**src/sv/sadt_ram.sv**
```systemverilog
module sadt_ram #(
	parameter int Width = 8,
	parameter int Depth = 16
) (
	input  logic                     clk,
	input  logic                     we,
	input  logic [$clog2(Depth)-1:0] waddr,
	input  logic [Width-1:0]         wdata,
	input  logic [$clog2(Depth)-1:0] raddr,
	output logic [Width-1:0]         rdata
);

	logic [Width-1:0] mem_q [Depth];

	always_ff @(posedge clk) begin
		if (we) begin
			mem_q[waddr] <= wdata;
		end
		rdata <= mem_q[raddr];
	end

endmodule

```
**config.mk**
```make
export PLATFORM = sky130hd
export DESIGN_NAME = sadt_ram
export DESIGN_NICKNAME = d
export VERILOG_FILES = /design/src/sv/sadt_ram.sv
export SDC_FILE = /design/constraint.sdc
export NUM_CORES = 1
export LEC_CHECK = 0
export ABC_AREA = 1
export ABC_CLOCK_PERIOD_IN_PS = 1200
export BUFFER_PORTS_ARGS = -buffer_cell sky130_fd_sc_hd__buf_2
export CAP_MARGIN = 20
export CORE_ASPECT_RATIO = 1.25
export CORE_MARGIN = 10
export CORE_UTILIZATION = 30
export CTS_BUF_LIST = sky130_fd_sc_hd__clkbuf_16
export CTS_CLUSTER_DIAMETER = 100
export DETAILED_ROUTE_END_ITERATION = 8
export MAX_ROUTING_LAYER = met4
export PLACE_DENSITY = 0.54
export SLEW_MARGIN = 10
export SYNTH_ARGS = -nofsm -noshare
export SYNTH_HDL_FRONTEND = slang
export SYNTH_SLANG_ARGS = --single-unit
```
**constraint.sdc**
```tcl
create_clock -name clk -period 1.2 [get_ports clk]
set_input_delay 0.24 -clock clk [delete_from_list [all_inputs] [get_ports clk]]
set_output_delay 0.24 -clock clk [all_outputs]
set_load 0.03 [all_outputs]
```
**After elaboration in Yosys (flattened, before gate mapping)**

Memory sizes are Yosys's and may differ from the RTL's. A register that Yosys moved wholly into a read port is not among the register bits.
Cells that the tools add are included.

- Mux-type cells: 2

Operators with widths:

| kind | number |
|---|---|
| 2-to-1 mux 1 bit | 2 |

- Bits in registers: 0
- Memory bits (writable): 128
- Output and inout port bits: 8
- Word-level logic and storage cells: 3
- Memories kept: 1

Memories:

| memory | words | width | rd ports | clocked after Yosys merged registers in | wr ports | line | RTL |
|---|---|---|---|---|---|---|---|
| mem_q | 16 | 8 | 1 | 1 | 1 | 13 | `logic [Width-1:0] mem_q [Depth];` |

**Depth between registers and ports, before layout**

Gate-level depths: netlist of the first run.

- Depth after elaboration: 2
- Depth in mapped cells: 8
- Mapped depth without buffers: 7

**Worst setup path after synthesis of the first run**

OpenSTA, ideal clock, no wires.

- Kind: input to register
- Start: in waddr[3]
- End: mem mem_q[4][0] (enable)
- Library setup time: 0.370 ns
- Arrival time: 0.821 ns
- Required time: 0.830 ns
- Slack: 0.009 ns
- Cell stages on the path: 2
- Cell sequence: nand3b_1 > nor2_1

RTL lines:

| what | line | RTL |
|---|---|---|
| start, declared | 7 | `input logic [$clog2(Depth)-1:0] waddr,` |
| end, declared | 13 |  |

No word-level cell before the write port.

**Final worst setup path of the first run**

- Start: reg rdata[6] (read register of mem_q)
- End: out rdata[6]

RTL lines:

| what | line | RTL |
|---|---|---|
| start, declared | 10 | `output logic [Width-1:0] rdata` |

No word-level cell between the ends.

==> impl_metrics.py, run 1 <==
metrics = {
    "synthesis": {
        "synth_common_cells": "nand2_1, edfxtp_1, inv_1",
        "synth_ff_type": "edfxtp_1",
        "synth_nets": 569,
        "syn_area_per_cell_um2": 10.5,
        "synthArstFlopShare_pct": 0,
        "synthCells": 551,
        "yosys.area.top_type_share_pct": 66.7,
        "synth.most_common_cell": "nand2_1",
        "synth_top_cell_by_area": "edfxtp_1",
        "ys_seq_area_share_pct": 69.4,
        "synth_edf_count": 128,
        "yosysUniqueCellTypes": 12,
        "synth_area_um2": 5770,
        "synthTopCellsByArea": "edfxtp_1, nand2_1, nand3_1",
        "synth-warning-count": 0,
        "synth_seq_cells": 136,
    },
    "pwr": {
        "power.leakage_nw": 2.98,
        "vdd.ir_drop.worst_v": 0.000751,
        "fin_total_pwr_mw": 11.0,
        "cellPowerDensity_nw_per_um2": 1600,
    },
    "global_route": {
        "grt_pass1_wl_um": 21600,
        "grt_max_degree": 65,
        "antenna_found_initial": 0,
        "grt_overflow_total": 0,
        "grt_pass1_vias": 3990,
        "grtUsageTotal_pct": 11.7,
    },
    "floorplan": {
        "io_pins": 26,
        "rows": 56,
        "fp.dieH_um": 175,
        "die_x_um": 144,
        "start_util_pct": 30.6,
        "core_region_area_um2": 18800,
        "dieArea_um2": 25200,
    },
    "worst_setup_path": {
        "crit_buf_inv": 1,
        "end_kind": "primary output",
        "critPathMaxStageDelay_ps": 310,
        "cp_data_arrival_time_ps": 910,
        "start_kind": "register",
        "path_max_fanout": 1,
        "crit_slowest_cell": "dfxtp_1",
        "path_cells": "buf_2",
        "critPathKind": "reg -> out",
        "required_ps": 960,
        "cp_top_family": "flip-flops",
    },
    "clocking": {
        "clkTransAtPathRegs_ps": 50,
        "cts_tree": "yes",
        "postCtsSetupRepairBufs": 0,
        "clock_sinks": 136,
        "postCtsHoldBufs": 0,
        "clockBufferDepth": 2,
        "cts_made_buffers": 17,
        "root_buffer": "clkbuf_16",
        "worstSkewPairLatency_ps": 410,
        "htreeDepth": 4,
    },
    "sta": {
        "drv_slew": 0,
        "finalSetupTns_ps": 0,
        "final-setup-viol-count": 0,
        "fin_skew_ps": 9.07,
        "fmax_mhz": 869,
        "period_minus_slack_ps": 1150,
        "setup_ws_ps": 49.1,
        "hold_viol_final": 0,
        "period_share_pct": 95.9,
        "max_slew.worst_pin.slew_ps": 396,
        "slew_headroom_pct": 73.6,
        "grt_setup_unrepaired": "false",
        "whs_ps": 188,
    },
    "cells_and_area": {
        "syn2layout_area_growth_pct": 19.6,
        "layout-drive-gt1-share_pct": 14.3,
        "nets": 620,
        "final_core_util_pct": 36.6,
        "num_antenna_cells": 0,
    },
    "worst_hold_path": {
        "hp-class": "in -> reg",
    },
    "route": {
        "vias": 3864,
        "drc": 0,
        "drtIter0Drc": 280,
        "wl_um": 13800,
        "ant_nets": 0,
        "first_pass_iters": 4,
        "vias_per_cell": 4.57,
        "wl_per_cell_um": 16.3,
    },
    "placement": {
        "place_ws_ps": -146,
        "gp_congestion": 0.846,
        "io_buffers": 25,
        "dpl.hpwl_um": 9010,
    },
    "run": {
        "drv_cap": 0,
    },
    "run_status": {
        "status": "finished, final reports clean",
    },
}
[registers in the layout, summed over array words and instances, names as in the netlist]
register and flops:
mem_q 128, rdata 8
[path summary, 6_finish.rpt]
kind | slack, ps | endpoint | depth (start not counted) | from
setup / recovery | 50 | rdata[6] | 1 | rdata[6]
hold / removal | 190 | rdata[4] | 3 | raddr[3]
setup reg to reg | 170 | rdata[7] | 6 | mem_q[13][7]
hold reg to reg | 680 | rdata[5] | 6 | mem_q[2][5]
[kinds of logic after synthesis]
group	after synthesis	synth area share [%]
buf+inv	126	9.52
simple gates	289	21.0
flops	136	69.4
[where the power goes]
| group | switching [mW] | internal (mW) |
|---|---|---|
| Clock | 1.89 | 3.02 |
| Sequential | 0.0341 | 5.31 |
| Combinational | 0.527 | 0.239 |
[cell usage in the layout (no fill, tap or decap), drive strengths merged]
cell type / instances
clkbuf: 20
nand3b: 2
clkinvlp: 3
dfxtp: 8
buf: 53
bufinv: 2
nor2: 17
nand2: 173
inv: 105
clkinv: 6
edfxtp: 128
nand3: 97
[area by class of cell]
type / instances / area (um^2)
fillers: 1817 / 12000
well taps: 232 / 290
clock inverters: 14 / 139
flip-flops and latches: 136 / 4010
multi-input cells: 289 / 1210
inverters: 102 / 383
clock buffers: 17 / 425
repair buffers: 56 / 440
[per-stage QoR]
step,instances,instance area (um^2)
floorplan,551,5770
global placement,815,6310
detailed placement,815,6310
CTS,846,6890
global route,846,6900
finish,846,6900
[layer usage]
layer	wire length [um]	share of wire (%)	up-vias	global-route usage (%)
li1	-	-	1877	-
met1	5780	42	1867	13.6
met2	7160	52	102	19.2
met3	643	4.7	18	3.04
met4	205	1.5	0	4.05
met5	0	0	-	-
[timing repair]
| item | 4_1_cts | 5_1_grt |
|---|---|---|
| gates cloned | 0 | 0 |
| gates resized for setup | 4 | 5 |
| endpoints found under the setup margin | 2 | 5 |
No activity file was read; power rests on OpenSTA's default activity.
==> run 2: changes to the inputs <==
- ABC_CLOCK_PERIOD_IN_PS: 1200 -> 1400
- PLACE_DENSITY: 0.54 -> 0.53
- clock period: 1.2 -> 1.4 ns (I/O delays scaled with it)
==> impl_metrics.py, run 2 (synthesis gave the netlist of run 1 again) <==
metrics = {
    "worst_setup_path": {
        "path_max_fanout": 1,
        "r2r_end": "rdata[4]",
        "reg2reg_from": "mem_q[4][4]",
        "r2r_cells": 6,
        "required_ps": 1120,
        "cp_top_family": "flip-flops",
        "cp_data_arrival_time_ps": 990,
        "end_kind": "primary output",
        "crit_buf_inv": 1,
        "path_cells": "buf_2",
        "critPathKind": "reg -> out",
        "crit_slowest_cell": "dfxtp_1",
        "critPathMaxStageDelay_ps": 370,
        "start_kind": "register",
        "timing.reg2reg.setup_slack_ps": 360,
    },
    "global_route": {
        "grt_max_degree": 38,
        "grt_pass1_vias": 3846,
        "grt_overflow_total": 0,
        "grtUsageTotal_pct": 11.8,
        "grt_pass1_wl_um": 21700,
        "antenna_found_initial": 0,
    },
    "worst_hold_path": {
        "hp-class": "in -> reg",
        "hold-path-endpoint": "rdata[1]",
        "min_from": "raddr[3]",
        "hold_depth": 3,
    },
    "sta": {
        "period_share_pct": 90.4,
        "grt_setup_unrepaired": "false",
        "drv_slew": 0,
        "max_slew.worst_pin.slew_ps": 664,
        "whs_ps": 248,
        "period_minus_slack_ps": 1270,
        "final-setup-viol-count": 0,
        "hold_viol_final": 0,
        "slew_headroom_pct": 55.7,
        "fin_skew_ps": 6.23,
        "fmax_mhz": 790,
    },
    "cells_and_area": {
        "layout-drive-gt1-share_pct": 14.3,
        "largest_register_ff_count": 128,
        "num_antenna_cells": 0,
        "reg_top3": "mem_q (128), rdata (8)",
        "final_common_cell": "nand2_1",
        "mostFrequentLayoutCells": "nand2_1, edfxtp_1, inv_1",
        "syn2layout_area_growth_pct": 19.0,
        "nets": 620,
        "largest_register": "mem_q",
    },
    "clocking": {
        "cts_tree": "yes",
        "worstSkewPairLatency_ps": 410,
        "postCtsHoldBufs": 0,
        "cts_made_buffers": 17,
        "cts_resized": 0,
        "clockBufferDepth": 2,
        "clock_sinks": 136,
        "clkTransAtPathRegs_ps": 60,
        "root_buffer": "clkbuf_16",
        "htreeDepth": 4,
        "postCtsSetupRepairBufs": 0,
    },
    "placement": {
        "dpl.hpwl_um": 9090,
        "gp_congestion": 0.854,
        "io_buffers": 25,
    },
    "route": {
        "vias_per_cell": 4.55,
        "vias": 3854,
        "wl_per_cell_um": 16.3,
        "first_pass_iters": 5,
        "wl_um": 13800,
        "drc": 0,
        "ant_nets": 0,
        "drtIter0Drc": 304,
    },
    "pwr": {
        "p_sw_share_pct": 22.7,
        "cellPowerDensity_nw_per_um2": 1350,
        "p_int_mw": 7.16,
        "clockPowerShare_pct": 43.5,
        "power.leakage_nw": 2.97,
        "p_comb_share_pct": 7.1,
        "p_switching_mw": 2.10,
        "fin_total_pwr_mw": 9.26,
        "seq_power_share_pct": 49.5,
        "vdd.ir_drop.worst_v": 0.000673,
    },
    "floorplan": {
        "core_region_area_um2": 18800,
        "dieArea_um2": 25200,
        "io_pins": 26,
        "die_x_um": 144,
        "start_util_pct": 30.6,
        "rows": 56,
        "fp.dieH_um": 175,
    },
    "run_status": {
        "status": "finished, final reports clean",
    },
    "run": {
        "drv_cap": 0,
    },
}
## run 2: cell types whose count changed in the layout (fill, tap and decap cells not counted), sizes merged
cell / delta
clkinv: +3
inv: -1
buf: +3
bufinv: -1
clkbuf: -3
## run 2: routing by layer
layer / global-route usage (%) / vias up / part of all wire, %
met3: 2.20 / 30 / 3.7
met2: 19.1 / 111 / 50
li1: - / 1876 / -
met4: 6.27 / 0 / 3.6
met1: 13.5 / 1837 / 43
met5: - / - / 0
## run 2: how the worst max path moves through the flow
stage / from / end / slack, ps / cells after the start
2_1_floorplan: waddr[2] / mem_q[10][0] / 170 / 2
3_3_place_gp: raddr[1] / rdata[7] / -90 / 6
3_5_place_dp: raddr[1] / rdata[5] / -120 / 6
4_1_cts: rdata[2] / rdata[2] / 120 / 1
5_1_grt: rdata[2] / rdata[2] / 90 / 1
6_report: rdata[2] / rdata[2] / 130 / 1
## run 2: area by class of cell
type | count | area (um^2)
fill | 1832 | 12000
sequential | 136 | 4000
multi-input combinational | 289 | 1210
timing repair buffer | 56 | 433
clock buffer | 17 | 425
inverter | 102 | 383
tap | 232 | 290
clock inverter | 15 | 116
## run 2: metrics by stage
step / util, % / TNS [ps] / cells / instance area [um^2] / worst slack [ps]
6_report: 36.4 / 0 / 847 / 6870 / 134
5_1_grt: 36.4 / 0 / 847 / 6870 / 91.9
4_1_cts: 36.4 / 0 / 847 / 6870 / 125
3_5_place_dp: 33.6 / -687 / 815 / 6320 / -120
3_3_place_gp: 33.6 / -370 / 815 / 6320 / -85.6
2_1_floorplan: - / 0 / 551 / 5770 / 169
## run 2: power by group through the flow
stage	Combinational, mW	Sequential (mW)	Clock, mW
floorplan	0.321	4.71	0
global placement	0.656	4.67	0
detailed placement	0.663	4.67	0
CTS	0.664	4.58	4.10
global route	0.724	4.59	4.32
finish	0.654	4.58	4.03
## run 2: tightest hold or removal path, cell delays in order
cell,delay (ps)
buf_2,170
nand3_1,110
nand2_1,40
==> run 3: changes to the inputs <==
--- a/config.mk
+++ b/config.mk
@@ -18,3 +18,3 @@
 export MAX_ROUTING_LAYER = met4
-export PLACE_DENSITY = 0.53
+export PLACE_DENSITY = 0.49
 export SLEW_MARGIN = 10
--- a/constraint.sdc
+++ b/constraint.sdc
@@ -3,2 +3,2 @@
 set_output_delay 0.28 -clock clk [all_outputs]
-set_load 0.03 [all_outputs]
+set_load 0.05 [all_outputs]
==> impl_metrics.py, run 3 (synthesis gave the netlist of run 1 again) <==
metrics = {
    "run_status": {
        "status": "finished, final reports clean",
    },
    "sta": {
        "max_slew.worst_pin.slew_ps": 387,
        "period_minus_slack_ps": 1350,
        "grt_setup_unrepaired": "false",
        "fmax_mhz": 739,
        "final-setup-viol-count": 0,
        "drv_slew": 0,
        "slew_headroom_pct": 74.2,
        "hold_viol_final": 0,
        "period_share_pct": 96.6,
        "fin_skew_ps": 5.94,
        "setup_ws_ps": 46.9,
    },
    "cells_and_area": {
        "finalNonFillerCells": 846,
        "final_common_cell": "nand2_1",
        "final_core_util_pct": 36.5,
        "largest_register": "mem_q",
        "syn2layout_area_growth_pct": 19.1,
        "num-fill-cells": 1859,
        "mostFrequentLayoutCells": "nand2_1, edfxtp_1, inv_1",
        "reg_top3": "mem_q (128), rdata (8)",
        "nets": 619,
        "layout-drive-gt1-share_pct": 14.5,
        "largest_register_ff_count": 128,
        "num_antenna_cells": 0,
    },
    "worst_setup_path": {
        "path_cells": "buf_2",
        "path_max_fanout": 1,
        "cp_top_family": "flip-flops",
        "crit_buf_inv": 1,
        "required_ps": 1120,
        "critPathMaxStageDelay_ps": 370,
        "cp_data_arrival_time_ps": 1070,
        "critPathKind": "reg -> out",
        "crit_slowest_cell": "dfxtp_1",
        "end_kind": "primary output",
        "start_kind": "register",
        "timing.reg2reg.setup_slack_ps": 370,
    },
    "placement": {
        "io_buffers": 25,
        "dp_cells": 814,
        "dpl.hpwl_um": 9340,
        "place_ws_ps": -9.41,
        "gp_congestion": 0.827,
    },
    "route": {
        "wl_per_cell_um": 16.7,
        "vias_per_cell": 4.47,
        "vias": 3783,
        "first_pass_iters": 4,
        "ant_nets": 0,
        "wl_um": 14100,
        "drtIter0Drc": 331,
        "drc": 0,
    },
    "global_route": {
        "grt_overflow_total": 0,
        "grtUsageTotal_pct": 12.2,
        "grt_max_degree": 65,
        "grt_pass1_wl_um": 22300,
        "antenna_found_initial": 0,
        "grt_pass1_vias": 3951,
    },
    "pwr": {
        "p_comb_share_pct": 7.3,
        "p_int_mw": 7.19,
        "clockPowerShare_pct": 43.9,
        "fin_total_pwr_mw": 9.39,
        "power.leakage_nw": 2.96,
        "seq_power_share_pct": 48.8,
        "p_switching_mw": 2.20,
        "cellPowerDensity_nw_per_um2": 1370,
        "p_sw_share_pct": 23.5,
        "vdd.ir_drop.worst_v": 0.000702,
    },
    "floorplan": {
        "die_x_um": 144,
        "fp.dieH_um": 175,
        "core_region_area_um2": 18800,
        "dieArea_um2": 25200,
        "io_pins": 26,
        "rows": 56,
        "start_util_pct": 30.6,
    },
    "clocking": {
        "cts_resized": 0,
        "root_buffer": "clkbuf_16",
        "clkTransAtPathRegs_ps": 50,
        "cts_made_buffers": 17,
        "clock_sinks": 136,
        "postCtsSetupRepairBufs": 0,
        "worstSkewPairLatency_ps": 410,
        "postCtsHoldBufs": 0,
        "htreeDepth": 4,
        "cts_tree": "yes",
        "clockBufferDepth": 2,
    },
    "run": {
        "drv_cap": 0,
    },
    "worst_hold_path": {
        "hp-class": "in -> reg",
    },
}
## run 3: cell types whose count changed in the layout (fill, tap and decap cells not counted), sizes merged
cell	previous run	this run
buf	56	55
clkinv	9	8
clkinvlp	3	4
## run 3: layout make-up
cell class	count	area, um^2	area share, %
tap	232	290	4.23
inverter	102	383	5.57
multi-input combinational	289	1210	17.7
clock inverter	15	129	1.88
sequential	136	4000	58.3
timing repair buffer	55	425	6.19
clock buffer	17	425	6.19
## run 3: path summary, 6_finish.rpt
path / endpoint / cells after the start / startpoint
worst min register to register: rdata[1] / 6 / mem_q[13][1]
worst max-delay path: rdata[1] / 1 / rdata[1]
worst min-delay path: rdata[6] / 4 / raddr[2]
worst max register to register: rdata[5] / 6 / mem_q[7][5]
## run 3: metal layers
layer	track usage [%]	part of all wire [%]
met4	3.71	0.76
met3	2.63	4.2
met2	20.3	52
met5	-	0
met1	14.4	43
## run 3: per-stage QoR
step	cell area, um^2	hold WS, ps	setup TNS, ps
floorplan	5770	379	0
global placement	6320	656	0
detailed placement	6320	661	-9.41
CTS	6870	259	0
global route	6870	266	0
finish	6870	268	0
## run 3: power groups by stage
stage / clock, mW / combinational [mW] / sequential, mW
4_1_cts: 4.20 / 0.702 / 4.59
3_5_place_dp: 0 / 0.699 / 4.67
5_1_grt: 4.39 / 0.765 / 4.59
2_1_floorplan: 0 / 0.321 / 4.75
6_report: 4.12 / 0.687 / 4.59
3_3_place_gp: 0 / 0.694 / 4.67
## run 3: worst register-to-register path: cells and delay by family, from the launching register on
kind	cells	cell delay, ps
and+or+nand+nor	5	500
buffers and inverters	1	60
DFF	1	360
