<file path="src/sv/sadt_pkg.sv">
package sadt_pkg;

	localparam int TableDepth = 1024;
	localparam int IdxW = $clog2(TableDepth);
	localparam int CntW = $clog2(TableDepth + 1);
	localparam int KeyW = 40;
	localparam int HandleW = 16;
	localparam int AgeW = 8;
	localparam int EntryW = KeyW + HandleW + AgeW;
	localparam logic [AgeW-1:0] AgeLimitReset = 8'd60;
	localparam logic [AgeW-1:0] AgeMax = 8'hFF;

	typedef enum logic [1:0] {
		CMD_REGISTER = 2'd0,
		CMD_LOOKUP   = 2'd1,
		CMD_TICK     = 2'd2,
		CMD_SPARE    = 2'd3
	} cmd_t;

	typedef enum logic [2:0] {
		ST_UPDATED   = 3'd0,
		ST_INSERTED  = 3'd1,
		ST_FULL      = 3'd2,
		ST_FOUND     = 3'd3,
		ST_NOT_FOUND = 3'd4,
		ST_TICK      = 3'd5
	} status_t;

	typedef struct packed {
		logic [KeyW-1:0]    key;
		logic [HandleW-1:0] handle;
		logic [AgeW-1:0]    age;
	} entry_t;

	// memory access request from the sequencer
	typedef struct packed {
		logic            we;
		logic [IdxW-1:0] waddr;
		entry_t          wdata;
		logic [IdxW-1:0] raddr;
	} mem_req_t;

endpackage

</file>
<file path="src/sv/sadt_seq.sv">
module sadt_seq import sadt_pkg::*; (
	input  logic               clk,
	input  logic               arst_n,
	input  logic               start,
	output logic               busy,
	input  logic [1:0]         command,
	input  logic [KeyW-1:0]    device_key,
	input  logic [HandleW-1:0] link_handle,
	input  logic [AgeW-1:0]    age_limit,
	output mem_req_t           req,
	input  entry_t             rdata,
	output logic               done,
	output logic [2:0]         status,
	output logic [9:0]         entry_index,
	output logic [15:0]        found_handle,
	output logic [10:0]        entries_in_use,
	output logic [10:0]        removed_count
);

	typedef enum logic [2:0] {
		S_IDLE, S_SRCH, S_SWAIT, S_CHECK, S_SHIFT, S_TICK
	} state_t;

	state_t             state_q;
	cmd_t               cmd_q;
	logic [KeyW-1:0]    key_q;
	logic [HandleW-1:0] handle_q;
	logic [CntW-1:0]    count_q;
	logic [CntW-1:0]    lo_q, hi_q, mid_q;
	logic [CntW-1:0]    rd_q;   // next read address for shift/tick
	logic [CntW-1:0]    wr_q;   // next write address
	logic [CntW-1:0]    rem_q;
	logic               pend_q; // read data in flight
	logic [CntW-1:0]    mid_c;

	assign busy = (state_q != S_IDLE);
	assign mid_c = lo_q + ((hi_q - lo_q) >> 1);

	always_comb begin
		req = '0;
		case (state_q)
			S_SRCH: begin
				req.raddr = mid_c[IdxW-1:0];
			end
			S_SWAIT: begin
				req.raddr = lo_q[IdxW-1:0];
			end
			S_CHECK: begin
				req.raddr = lo_q[IdxW-1:0];
				if (cmd_q == CMD_REGISTER && rdata.key == key_q && lo_q < count_q) begin
					req.we = 1'b1;
					req.waddr = lo_q[IdxW-1:0];
					req.wdata = '{key: key_q, handle: handle_q, age: '0};
				end
			end
			S_SHIFT: begin
				// walk down from the top: read i-1, write it to i
				req.raddr = rd_q[IdxW-1:0];
				if (pend_q) begin
					req.we = 1'b1;
					req.waddr = wr_q[IdxW-1:0];
					req.wdata = rdata;
				end else if (wr_q == lo_q) begin
					req.we = 1'b1;
					req.waddr = wr_q[IdxW-1:0];
					req.wdata = '{key: key_q, handle: handle_q, age: '0};
				end
			end
			S_TICK: begin
				req.raddr = rd_q[IdxW-1:0];
				if (pend_q && rdata.age <= age_limit) begin
					req.we = 1'b1;
					req.waddr = wr_q[IdxW-1:0];
					req.wdata = '{key: rdata.key, handle: rdata.handle,
						age: (rdata.age == AgeMax) ? AgeMax : rdata.age + 1'b1};
				end
			end
			default: begin
				req = '0;
			end
		endcase
	end

	always_ff @(posedge clk or negedge arst_n) begin
		if (!arst_n) begin
			state_q <= S_IDLE;
			count_q <= '0;
			done <= 1'b0;
			pend_q <= 1'b0;
			status <= '0;
			entry_index <= '0;
			found_handle <= '0;
			entries_in_use <= '0;
			removed_count <= '0;
		end else begin
			done <= 1'b0;
			case (state_q)
				S_IDLE: begin
					if (start) begin
						cmd_q <= cmd_t'(command);
						key_q <= device_key;
						handle_q <= link_handle;
						lo_q <= '0;
						hi_q <= count_q;
						rd_q <= '0;
						wr_q <= '0;
						rem_q <= '0;
						pend_q <= 1'b0;
						state_q <= (command == CMD_TICK) ? S_TICK : S_SRCH;
					end
				end
				S_SRCH: begin
					if (pend_q) begin
						pend_q <= 1'b0;
						if (rdata.key < key_q) begin
							lo_q <= mid_q + 1'b1;
						end else begin
							hi_q <= mid_q;
						end
					end else if (lo_q < hi_q) begin
						mid_q <= mid_c;
						pend_q <= 1'b1;
					end else begin
						state_q <= S_SWAIT;
					end
				end
				S_SWAIT: begin
					state_q <= S_CHECK;
				end
				S_CHECK: begin
					removed_count <= '0;
					entries_in_use <= 11'(count_q);
					if (lo_q < count_q && rdata.key == key_q) begin
						done <= 1'b1;
						entry_index <= 10'(lo_q);
						if (cmd_q == CMD_REGISTER) begin
							status <= ST_UPDATED;
							found_handle <= '0;
						end else begin
							status <= ST_FOUND;
							found_handle <= rdata.handle;
						end
						state_q <= S_IDLE;
					end else if (cmd_q != CMD_REGISTER) begin
						done <= 1'b1;
						status <= ST_NOT_FOUND;
						entry_index <= '0;
						found_handle <= '0;
						state_q <= S_IDLE;
					end else if (count_q >= CntW'(TableDepth)) begin
						done <= 1'b1;
						status <= ST_FULL;
						entry_index <= '0;
						found_handle <= '0;
						state_q <= S_IDLE;
					end else begin
						wr_q <= count_q;
						rd_q <= count_q - 1'b1;
						pend_q <= 1'b0;
						state_q <= S_SHIFT;
					end
				end
				S_SHIFT: begin
					if (pend_q) begin
						pend_q <= 1'b0;
						wr_q <= wr_q - 1'b1;
					end else if (wr_q == lo_q) begin
						count_q <= count_q + 1'b1;
						done <= 1'b1;
						status <= ST_INSERTED;
						entry_index <= 10'(lo_q);
						found_handle <= '0;
						removed_count <= '0;
						entries_in_use <= 11'(count_q + 1'b1);
						state_q <= S_IDLE;
					end else begin
						pend_q <= 1'b1;
						rd_q <= rd_q - 1'b1;
					end
				end
				S_TICK: begin
					// one read issued per cycle, result handled in the following cycle
					if (pend_q) begin
						if (rdata.age <= age_limit) begin
							wr_q <= wr_q + 1'b1;
						end else begin
							rem_q <= rem_q + 1'b1;
						end
					end
					if (rd_q < count_q) begin
						pend_q <= 1'b1;
						rd_q <= rd_q + 1'b1;
					end else begin
						pend_q <= 1'b0;
						if (!pend_q) begin
							count_q <= wr_q;
							done <= 1'b1;
							status <= ST_TICK;
							entry_index <= '0;
							found_handle <= '0;
							entries_in_use <= 11'(wr_q);
							removed_count <= 11'(rem_q);
							state_q <= S_IDLE;
						end
					end
				end
				default: begin
					state_q <= S_IDLE;
				end
			endcase
		end
	end

endmodule

</file>
<file path="config.mk">
export PLATFORM = sky130hd
export DESIGN_NAME = sadt_seq
export DESIGN_NICKNAME = d
export VERILOG_FILES = /design/src/sv/sadt_pkg.sv /design/src/sv/sadt_seq.sv
export SDC_FILE = /design/constraint.sdc
export NUM_CORES = 1
export LEC_CHECK = 0
export ABC_AREA = 1
export BUFFER_PORTS_ARGS = -buffer_cell sky130_fd_sc_hd__buf_2
export CORE_ASPECT_RATIO = 0.8
export CORE_UTILIZATION = 40
export CTS_CLUSTER_SIZE = 28
export DETAILED_ROUTE_END_ITERATION = 6
export PLACE_DENSITY = 0.64
export RECOVER_POWER = 100
export SETUP_SLACK_MARGIN = 0.1
export SLEW_MARGIN = 20
export SYNTH_ARGS = -nofsm -noshare
export SYNTH_HDL_FRONTEND = slang
export SYNTH_SLANG_ARGS = --single-unit
</file>
<file path="constraint.sdc">
create_clock -name clk -period 4.2 [get_ports clk]
set_clock_uncertainty 0.15 [all_clocks]
set_input_delay 0.21 -clock clk [delete_from_list [all_inputs] [get_ports clk]]
set_output_delay 0.21 -clock clk [all_outputs]
set_load 0.01 [all_outputs]
</file>
# Yosys cells after proc, flatten, opt, wreduce, memory -nomap -nowiden
# Index checks and enable logic that the tools add are counted.
dict set report op_classes {
  eq_ne 29
  addsub 11
  muxes 99
  n_bitwise 1
  reduce_logical 28
  order_cmp 6
}
# operator count
set ops {}
lappend ops {{$mux 11} 28}
lappend ops {{$mux 75} 4}
lappend ops {{$pmux 75 s3} 1}
lappend ops {{$mux 16} 8}
lappend ops {{$pmux 11 s2} 4}
lappend ops {{$pmux 11 s4} 2}
lappend ops {{$mux 10} 7}
lappend ops {{$pmux 11 s3} 2}
lappend ops {{$pmux 10 s3} 2}
lappend ops {{$add 11x1->11 const B} 5}
lappend ops {{$mux 3} 18}
lappend ops {{$pmux 16 s3} 1}
lappend ops {{$eq 40x40->1} 1}
lappend ops {{$lt 40x40->1} 1}
lappend ops {{$ne 2x2->1 const B} 19}
lappend ops {{$lt 11x11->1} 3}
lappend ops {{$sub 11x1->11 const B} 3}
lappend ops {{$reduce_and 5->1} 6}
lappend ops {{$pmux 3 s6} 1}
lappend ops {{$reduce_and 9->1} 2}
lappend ops {{$mux 1} 16}
lappend ops {{$add 11x10->11} 1}
lappend ops {{$eq 11x11->1} 1}
lappend ops {{$ge 11x11->1 const B} 1}
lappend ops {{other kinds (27)} 37}
dict set report word_totals {
  output_inout_bits 138
  regBits 191
}

# Logic depth before layout (Yosys ltp)
# Gate-level depths: netlist (run 1).
dict set report logic_depth {
  depth_word 5
  mapped_depth 20
  mapped_depth_nobuf 18
}

# Worst setup path after synthesis (run 1)
# No wires, ideal clock.
dict set report synth_path {
  path_kind {register to register}
  startpoint {register state_q[2]}
  endpoint {register cmd_q[0], enable pin}
  t_arrival_ps 3252
  path_stages_with_launch 6
  required_ps 3576
  period_less_slack_ps 3876
  setup_slack_ps 324
  cell_sequence {dfrtp_1 -> inv_2 -> nand2_1 -> nor2_1 -> inv_1 -> nor2_1}
}
dict set report synth_between {
  elab_chain_cells 2
}
# item line_no
set synth_rtl {}
lappend synth_rtl {{start, declared} sadt_seq.sv:24} ;# state_t state_q;
lappend synth_rtl {{start signal, assigned} sadt_seq.sv:109} ;# state_q <= (command == CMD_TICK) ? S_TICK : S_SRCH;
lappend synth_rtl {{$logic_not 3->1} sadt_seq.sv:97} ;# case (state_q)
lappend synth_rtl {{$reduce_and 3->1 (no source line)} -}
lappend synth_rtl {{end signal, assigned} sadt_seq.sv:100} ;# cmd_q <= cmd_t'(command);
lappend synth_rtl {{end, declared} sadt_seq.sv:25} ;# cmd_t cmd_q;
# No other way between the ends.
# A chain may end at the register's enable or synchronous reset.

# Final worst setup path (run 1)
dict set report layout_path {
  startpoint {register state_q[1]}
  endpoint {register wr_q[10] (data pin)}
}
dict set report layout_between {
  elab_chain_cells 2
  elab_cells_between_ends 5
  cone_classes {3 x eq/ne; 1 x mux; 1 x reduce/logical}
}
# item line_no
set layout_rtl {}
lappend layout_rtl {{$eq 3x3->1 (tied with other cells)} sadt_seq.sv:97}
lappend layout_rtl {{$pmux 11 s4 *} sadt_seq.sv:97}
lappend layout_rtl {{end signal, assigned} sadt_seq.sv:157} ;# wr_q <= count_q;
lappend layout_rtl {{end signal, assigned} sadt_seq.sv:166} ;# wr_q <= wr_q - 1'b1;
lappend layout_rtl {{end signal, assigned} sadt_seq.sv:185} ;# wr_q <= wr_q + 1'b1;
lappend layout_rtl {{end, declared} sadt_seq.sv:31} ;# logic [CntW-1:0] wr_q;
# Every way passes the cells marked *; elsewhere a longest branch is shown, timed or not.

==> results of run 1 <==
==> through the flow <==
step | hold slack [ps] | setup WS, ps
final | 106 | 243
after detailed placement | 238 | 675
after CTS | 78.5 | 173
after global routing | 139 | 19.2
after floorplan | -236 | 324
after global placement | 236 | 701
==> how the worst max path moves through the flow <==
stage | start | to | slack (ps)
floorplan | state_q[2] | cmd_q[0] | 320
global placement | lo_q[2] | req[9] | 700
detailed placement | lo_q[2] | req[9] | 670
CTS | lo_q[2] | req[9] | 170
global route | lo_q[2] | req[7] | 20
finish | state_q[1] | wr_q[10] | 240
==> critical path: cells and delay by family (launching register included) <==
| family | cells | cell delay (ps) |
|---|---|---|
| flops | 1 | 420 |
| fa+ha+maj | 1 | 420 |
| simple gates | 2 | 660 |
| compound gates | 2 | 140 |
| buf+inv | 4 | 1930 |
==> routing by layer <==
layer  GRT usage [%]  vias to the layer above
met5               0                        -
met4            9.23                        4
met3            5.21                       93
met2            44.9                      622
met1            39.1                     6816
li1                -                     6991
==> power breakdown <==
| group | switching, W | internal, W |
|---|---|---|
| sequential | 0.000430 | 0.00263 |
| clock | 0.000803 | 0.000789 |
| combinational | 0.00358 | 0.00186 |
| total | 0.00481 | 0.00528 |
==> final cells by class <==
cell class              count  area, µm²
clock inverters            10       75.1
repair buffers            389       2220
fillers                  3529      17700
well taps                 472        591
inverters                 214        803
multi-input cells        1396       7630
flip-flops and latches    191       5400
diodes                      2       5.00
clock buffers              22        455
==> cell families (layout without fill, tap and decap cells) <==
kind of cell,Yosys count,after routing,synth area share (%)
AOI/OAI and AO/OA,313,313,11.9
adders and majority gates,132,132,11.8
xor gates and xnor gates,35,35,2.16
DFF,191,191,38.0
and+or+nand+nor,916,916,27.9
buffers and inverters,287,635,8.17
other,0,2,0
==> state kept, by name, indices dropped and copies added (netlist names) <==
signal,cells
key_q,40
state_q,3
pend_q,1
removed_count,11
cmd_q,2
handle_q,16
entries_in_use,11
done,1
rd_q,11
mid_q,11
wr_q,11
hi_q,11
status,3
lo_q,11
count_q,11
rem_q,11
found_handle,16
entry_index,10
==> timing repair <==
| item | 4_1_cts | 5_1_grt |
|---|---|---|
| hold buffers | 75 | 0 |
| setup buffers | 0 | 6 |
| gates resized for setup | 0 | 3 |
| endpoints found under the setup margin | 0 | 5 |
| hold endpoints to repair | 142 | 0 |
==> Yosys cell counts (2+ instances only) <==
cell type,number
clkbuf_1,34
a22o_1,3
xor2_1,21
fa_1,4
nand3b_1,4
nor2_4,3
a211oi_1,4
edfxtp_1,124
o221ai_1,2
nor2_1,114
nor3b_1,2
o22ai_1,15
xnor2_1,14
nand3_2,2
a21boi_0,2
o31ai_1,2
nand4_1,60
o21ai_1,22
a21o_1,5
a21oi_1,133
inv_2,15
nor3_1,18
clkbuf_2,3
buf_1,8
buf_6,7
dfrtp_1,67
buf_2,21
or2_2,8
inv_1,193
nand3_1,165
nor4_1,2
clkinv_1,6
o2111ai_1,3
nand2_1,520
nand2_2,4
and2_1,6
nor2_2,4
ha_1,128
o21bai_1,5
a221oi_1,2
a31oi_1,5
o21ai_0,104
o21a_1,2
==> flow_summary_export.csv, run 1 <==
group,metric,value,unit
timing,hold_viol,0,
floorplanning,io_pins,271,
cells_and_area,drive_gt1_share,10.3,%
floorplanning,die-area,0.0363,mm²
critical_path,reg2reg_from,"state_q[1]",
status,violations,"max-capacitance violations, max-slew violations",
min_path,hp-start,"start",
power_and_ir_drop,p_per_area,587,mW/mm²
timing,finalCriticalPeriod,3960,ps
detailed_routing,maxUsedRoutingLayer,"met5",
floorplanning,die_w,213,µm
floorplanning,die_h,171,µm
detailed_routing,vias,14526,
critical_path,ff2ff_path_depth,9,
cts,clock_latency,460,ps
floorplanning,coreArea,0.0349,mm²
cells_and_area,fin_area,0.0172,mm²
floorplanning,fp-row-count,61,
detailed_routing,first_iter_violations,1195,
global_route,grt_max_degree,69,
status,status,"finished with violations",
logic_synthesis,syn_inst,1874,
logic_synthesis,yosysWarnings,0,
critical_path,cp.arrival,4010,ps
cells_and_area,postLayoutCoreUtil,49.3,%
cts,htree_levels,4,
critical_path,crit_path_frequent_cell,"inv_1",
logic_synthesis,syn_nets,2139,
critical_path,critical_path.cell_chain,"inv_1 > nand3_1 > inv_1 > clkbuf_1 > ha_1 > inv_1 > a21oi_1 > o21ai_0 > nand2_1",
global_route,antenna_found_initial,3,
timing,fmax,0.253,GHz
logic_synthesis,synthFlopType,"edfxtp_1",
logic_synthesis,mappedNetlistArea,0.0142,mm²
placement,dpl.hpwl,37900,µm
min_path,min_path_type,"in2reg",
logic_synthesis,synth_top_area_cell,"edfxtp_1",
min_path,holdPathEnd,"pend_q",
global_route,track_usage,28.4,%
critical_path,required,4260,ps
global_route,grt_pass1_vias,13742,
timing,slew_viol_final,87,
logic_synthesis,ys_seq_elements,191,
detailed_routing,vias_per_cell,5.39,
min_path,worstHoldPathCells,6,
placement,gp_congestion,0.966,
timing,rsz0062_at_grt,"true",
logic_synthesis,ys_seq_area_share,38.0,%
global_route,grt.overflow.total,0,
detailed_routing,ant_nets,0,
critical_path,worstSetupEndpointType,"register",
critical_path,rr_endpoint,"wr_q[10]",
detailed_routing,dr_wl_met3,3810,µm
detailed_routing,drt-total-wl,51000,µm
cells_and_area,final_cell_mix,"521 x nand2_1, 195 x inv_1, 165 x nand3_1",
placement,placed_area,0.0161,mm²
cts,clock_path_buffers,2,
logic_synthesis,postSynthAreaPerCell,7.58,µm²
timing,finalSetupViolations,0,
critical_path,timing_worst_setup_path_type,"reg2reg",
timing,finalCritPeriodShare,94.2,%
cells_and_area,stdcell_count,2696,
critical_path,critPathLaunchType,"register",
power_and_ir_drop,vdd_ir_drop_max,322,µV
logic_synthesis,ys_top_cells_by_area,"edfxtp_1 26%, nand2_1 14%, dfrtp_1 12%",
timing,relSlewSlack,-23.4,%
floorplanning,start_util,40.7,%
cells_and_area,nNetsFinal,2474,
cts,cts_sinks,191,
logic_synthesis,synth_cell_types,51,
placement,dp_cells,2581,
cts,cts_tree,"yes",
power_and_ir_drop,p_leak,7.90,nW
global_route,grt_first_pass_wirelength,78500,µm
placement,numPortBuffers,270,
logic_synthesis,synthDominantCellAreaShare,26.2,%
detailed_routing,dr_wl_met2,23200,µm
detailed_routing,drc,0,
cts,path_clk_slew,70,ps
flow_run,max-cap-violations,2,
critical_path,crit_fanout,29,
critical_path,critPathSlowestCell,"clkbuf_1",
timing,fin_setup_tns,0,ps
detailed_routing,wl_met1,22600,µm
logic_synthesis,async_flop_share,35.1,%
detailed_routing,drt_pass1_iterations,5,
cells_and_area,synthToLayoutAreaGrowth,21.0,%
power_and_ir_drop,power,0.0101,W
critical_path,ff2ff_setup_slack,240,ps
timing,tightest_slew,1850,ps
logic_synthesis,synth-edff-count,124,
cts,numCtsBuffers,17,
cts,clockRootBuffer,"clkbuf_16",
cells_and_area,mostFrequentLayoutCell,"nand2_1",
detailed_routing,wl_per_cell,18.9,µm
critical_path,max_stage_delay,1090,ps
No activity file was read; power rests on OpenSTA's default activity.
==> inputs of run 2 (changes only) <==
- PLACE_DENSITY: 0.64 -> not set
==> run 2 against run 1 <==
Compared with the run above: the run ends with design-rule violations, max-capacitance violations, max-slew violations left; utilization increased by 0.24 points; wire length decreased by 1.8%; fmax increased by 1.2%; first-iteration DRC count decreased by 7.2%; non-clock buffer count increased by 3; register-to-register slack improved by 50 ps; flip-flop and latch count unchanged; critical path type unchanged; critical endpoint is now wr_q[8]; largest cell class unchanged; highest routed layer unchanged.
==> flow_summary_export.csv, run 2 (synthesis gave the netlist of run 1 again) <==
group,metric,value,unit
cts,cts_tree,"yes",
global_route,track_usage,27.9,%
cells_and_area,reg.largest.list,"key_q (40), found_handle (16), handle_q (16)",
critical_path,path_delay_family,"buffers and inverters",
timing,tightest_slew,1680,ps
detailed_routing,ant_nets,0,
global_route,use_met2,44.1,%
placement,dpl.hpwl,38000,µm
global_route,grt.overflow.total,0,
critical_path,crit_fanout,19,
cells_and_area,synthToLayoutAreaGrowth,21.6,%
cts,numCtsBuffers,17,
timing,relSlewSlack,-12.7,%
timing,fin_setup_tns,0,ps
timing,finalSetupViolations,0,
cts,path_clk_slew,80,ps
cells_and_area,drive_gt1_share,11.0,%
cells_and_area,stdcell_count,2698,
cts,clock_latency,460,ps
min_path,hp-start,"start",
timing,finalCriticalPeriod,3910,ps
floorplanning,die-area,0.0363,mm²
power_and_ir_drop,vdd_ir_drop_max,316,µV
critical_path,reg2reg_from,"state_q[1]",
floorplanning,coreArea,0.0349,mm²
global_route,grt_max_degree,62,
detailed_routing,wl_per_cell,18.6,µm
floorplanning,fp-row-count,61,
critical_path,rr_endpoint,"wr_q[8]",
cells_and_area,largest_reg_flops,40,
floorplanning,die_h,171,µm
min_path,min_path_type,"in2reg",
power_and_ir_drop,p_per_area,584,mW/mm²
critical_path,required,4220,ps
global_route,met3_usage,5.71,%
status,violations,"design-rule violations, max-capacitance violations, max-slew violations",
detailed_routing,drc,6,
cells_and_area,multi_input_area,0.00762,mm²
critical_path,max_stage_delay,820,ps
cts,htree_levels,4,
min_path,holdPathEnd,"pend_q",
cells_and_area,mostFrequentLayoutCell,"nand2_1",
global_route,top_usage_layer,"met2",
critical_path,critPathLaunchType,"register",
detailed_routing,drt-total-wl,50100,µm
cts,clock_path_buffers,2,
floorplanning,io_pins,271,
detailed_routing,first_iter_violations,1109,
min_path,worstHoldPathCells,6,
placement,dp_cells,2575,
placement,gp_congestion,0.965,
placement,pre_cts_ws,729,ps
floorplanning,die_w,213,µm
critical_path,critical_path.cell_chain,"inv_1 > nand3_1 > clkbuf_1 > inv_2 > fa_1 > nor3_1 > nor2_1 > o21bai_1 > nand2_1 > nand3_1 > o21ai_0",
global_route,antenna_found_initial,4,
timing,fmax,0.256,GHz
cells_and_area,nNetsFinal,2477,
cts,clockRootBuffer,"clkbuf_16",
timing,hold_viol,0,
global_route,met1_usage,38.6,%
critical_path,startpoint,"state_q[1]",
timing,rsz0062_at_grt,"true",
timing,finalCritPeriodShare,93.1,%
global_route,grt_pass1_vias,13462,
critical_path,critPathSlowestCell,"clkbuf_1",
cells_and_area,fill_cells,3500,
timing,slew_viol_final,80,
critical_path,cp.arrival,3930,ps
detailed_routing,vias_per_cell,5.33,
flow_run,max-cap-violations,2,
critical_path,path_buf_inv,3,
cts,cts_sinks,191,
critical_path,worstSetupEndpointType,"register",
critical_path,crit_path_frequent_cell,"nand3_1",
cells_and_area,regArea,0.00540,mm²
timing,final.setup.worst_slack,288,ps
critical_path,ff2ff_path_depth,11,
status,status,"finished with violations",
power_and_ir_drop,p_leak,7.99,nW
detailed_routing,drt_pass1_iterations,7,
cells_and_area,top_register,"key_q",
placement,numPortBuffers,270,
power_and_ir_drop,power,0.0101,W
global_route,grt_first_pass_wirelength,76700,µm
critical_path,timing_worst_setup_path_type,"reg2reg",
critical_path,ff2ff_setup_slack,290,ps
cells_and_area,final_cell_mix,"520 x nand2_1, 196 x inv_1, 166 x nand3_1",
detailed_routing,vias,14385,
floorplanning,start_util,40.7,%
## run 2: cell count changes in the layout (fill, tap and decap cells not counted), sizes merged
cell	delta
diode	-1
dlygate4sd3	+1
bufinv	+1
clkinv	+4
buf	+12
clkbuf	-11
inv	-4
## run 2: cell type report
| class | count | share of cell area, % |
|---|---|---|
| Inverter | 214 | 4.65 |
| Timing Repair Buffer | 392 | 13.0 |
| Antenna cell | 1 | 0.0145 |
| Clock buffer | 21 | 2.85 |
| Sequential cell | 191 | 31.3 |
| Clock inverter | 11 | 0.674 |
| Multi-Input combinational cell | 1396 | 44.1 |
| Tap cell | 472 | 3.42 |
## run 2: through the flow
step	area, µm²	util (%)	hold WS (ps)
4_1_cts	17400	49.9	53.5
5_1_grt	17300	49.5	117
3_5_place_dp	16000	46.0	-78.7
2_1_floorplan	14200	-	-236
6_report	17300	49.5	77.1
3_3_place_gp	16000	46.0	-76.7
## run 2: worst max path at each step
| stage | end | slack [ps] | depth (start not counted) |
|---|---|---|---|
| after global placement | req[9] | 760 | 19 |
| final | wr_q[8] | 290 | 11 |
| after global routing | req[8] | 40 | 14 |
| after detailed placement | req[9] | 730 | 16 |
| after floorplan | cmd_q[0] | 320 | 5 |
| after CTS | req[9] | 210 | 17 |
## run 2: layer usage
layer | vias up | wire, µm
met5 | - | 23
li1 | 6984 | -
met1 | 6743 | 22700
met4 | 4 | 1300
met2 | 581 | 22300
met3 | 73 | 3750
## run 2: worst min-delay path, delay by kind of cell
kind / cells / cell delay (ps)
AND/OR/NAND/NOR: 4 / 250
buffers and inverters: 2 / 190
## run 2: repair_timing
item	in CTS	in global routing
buffers inserted	0	14
hold buffers	76	0
hold endpoints to repair	81	0
endpoints found under the setup margin	0	4
resized for setup	0	2
## run 2: report_power, final
part	switching, W	internal (W)	leakage (nW)
Clock	0.000815	0.000919	0.304
Sequential	0.000412	0.00263	2.08
Combinational	0.00346	0.00185	5.61
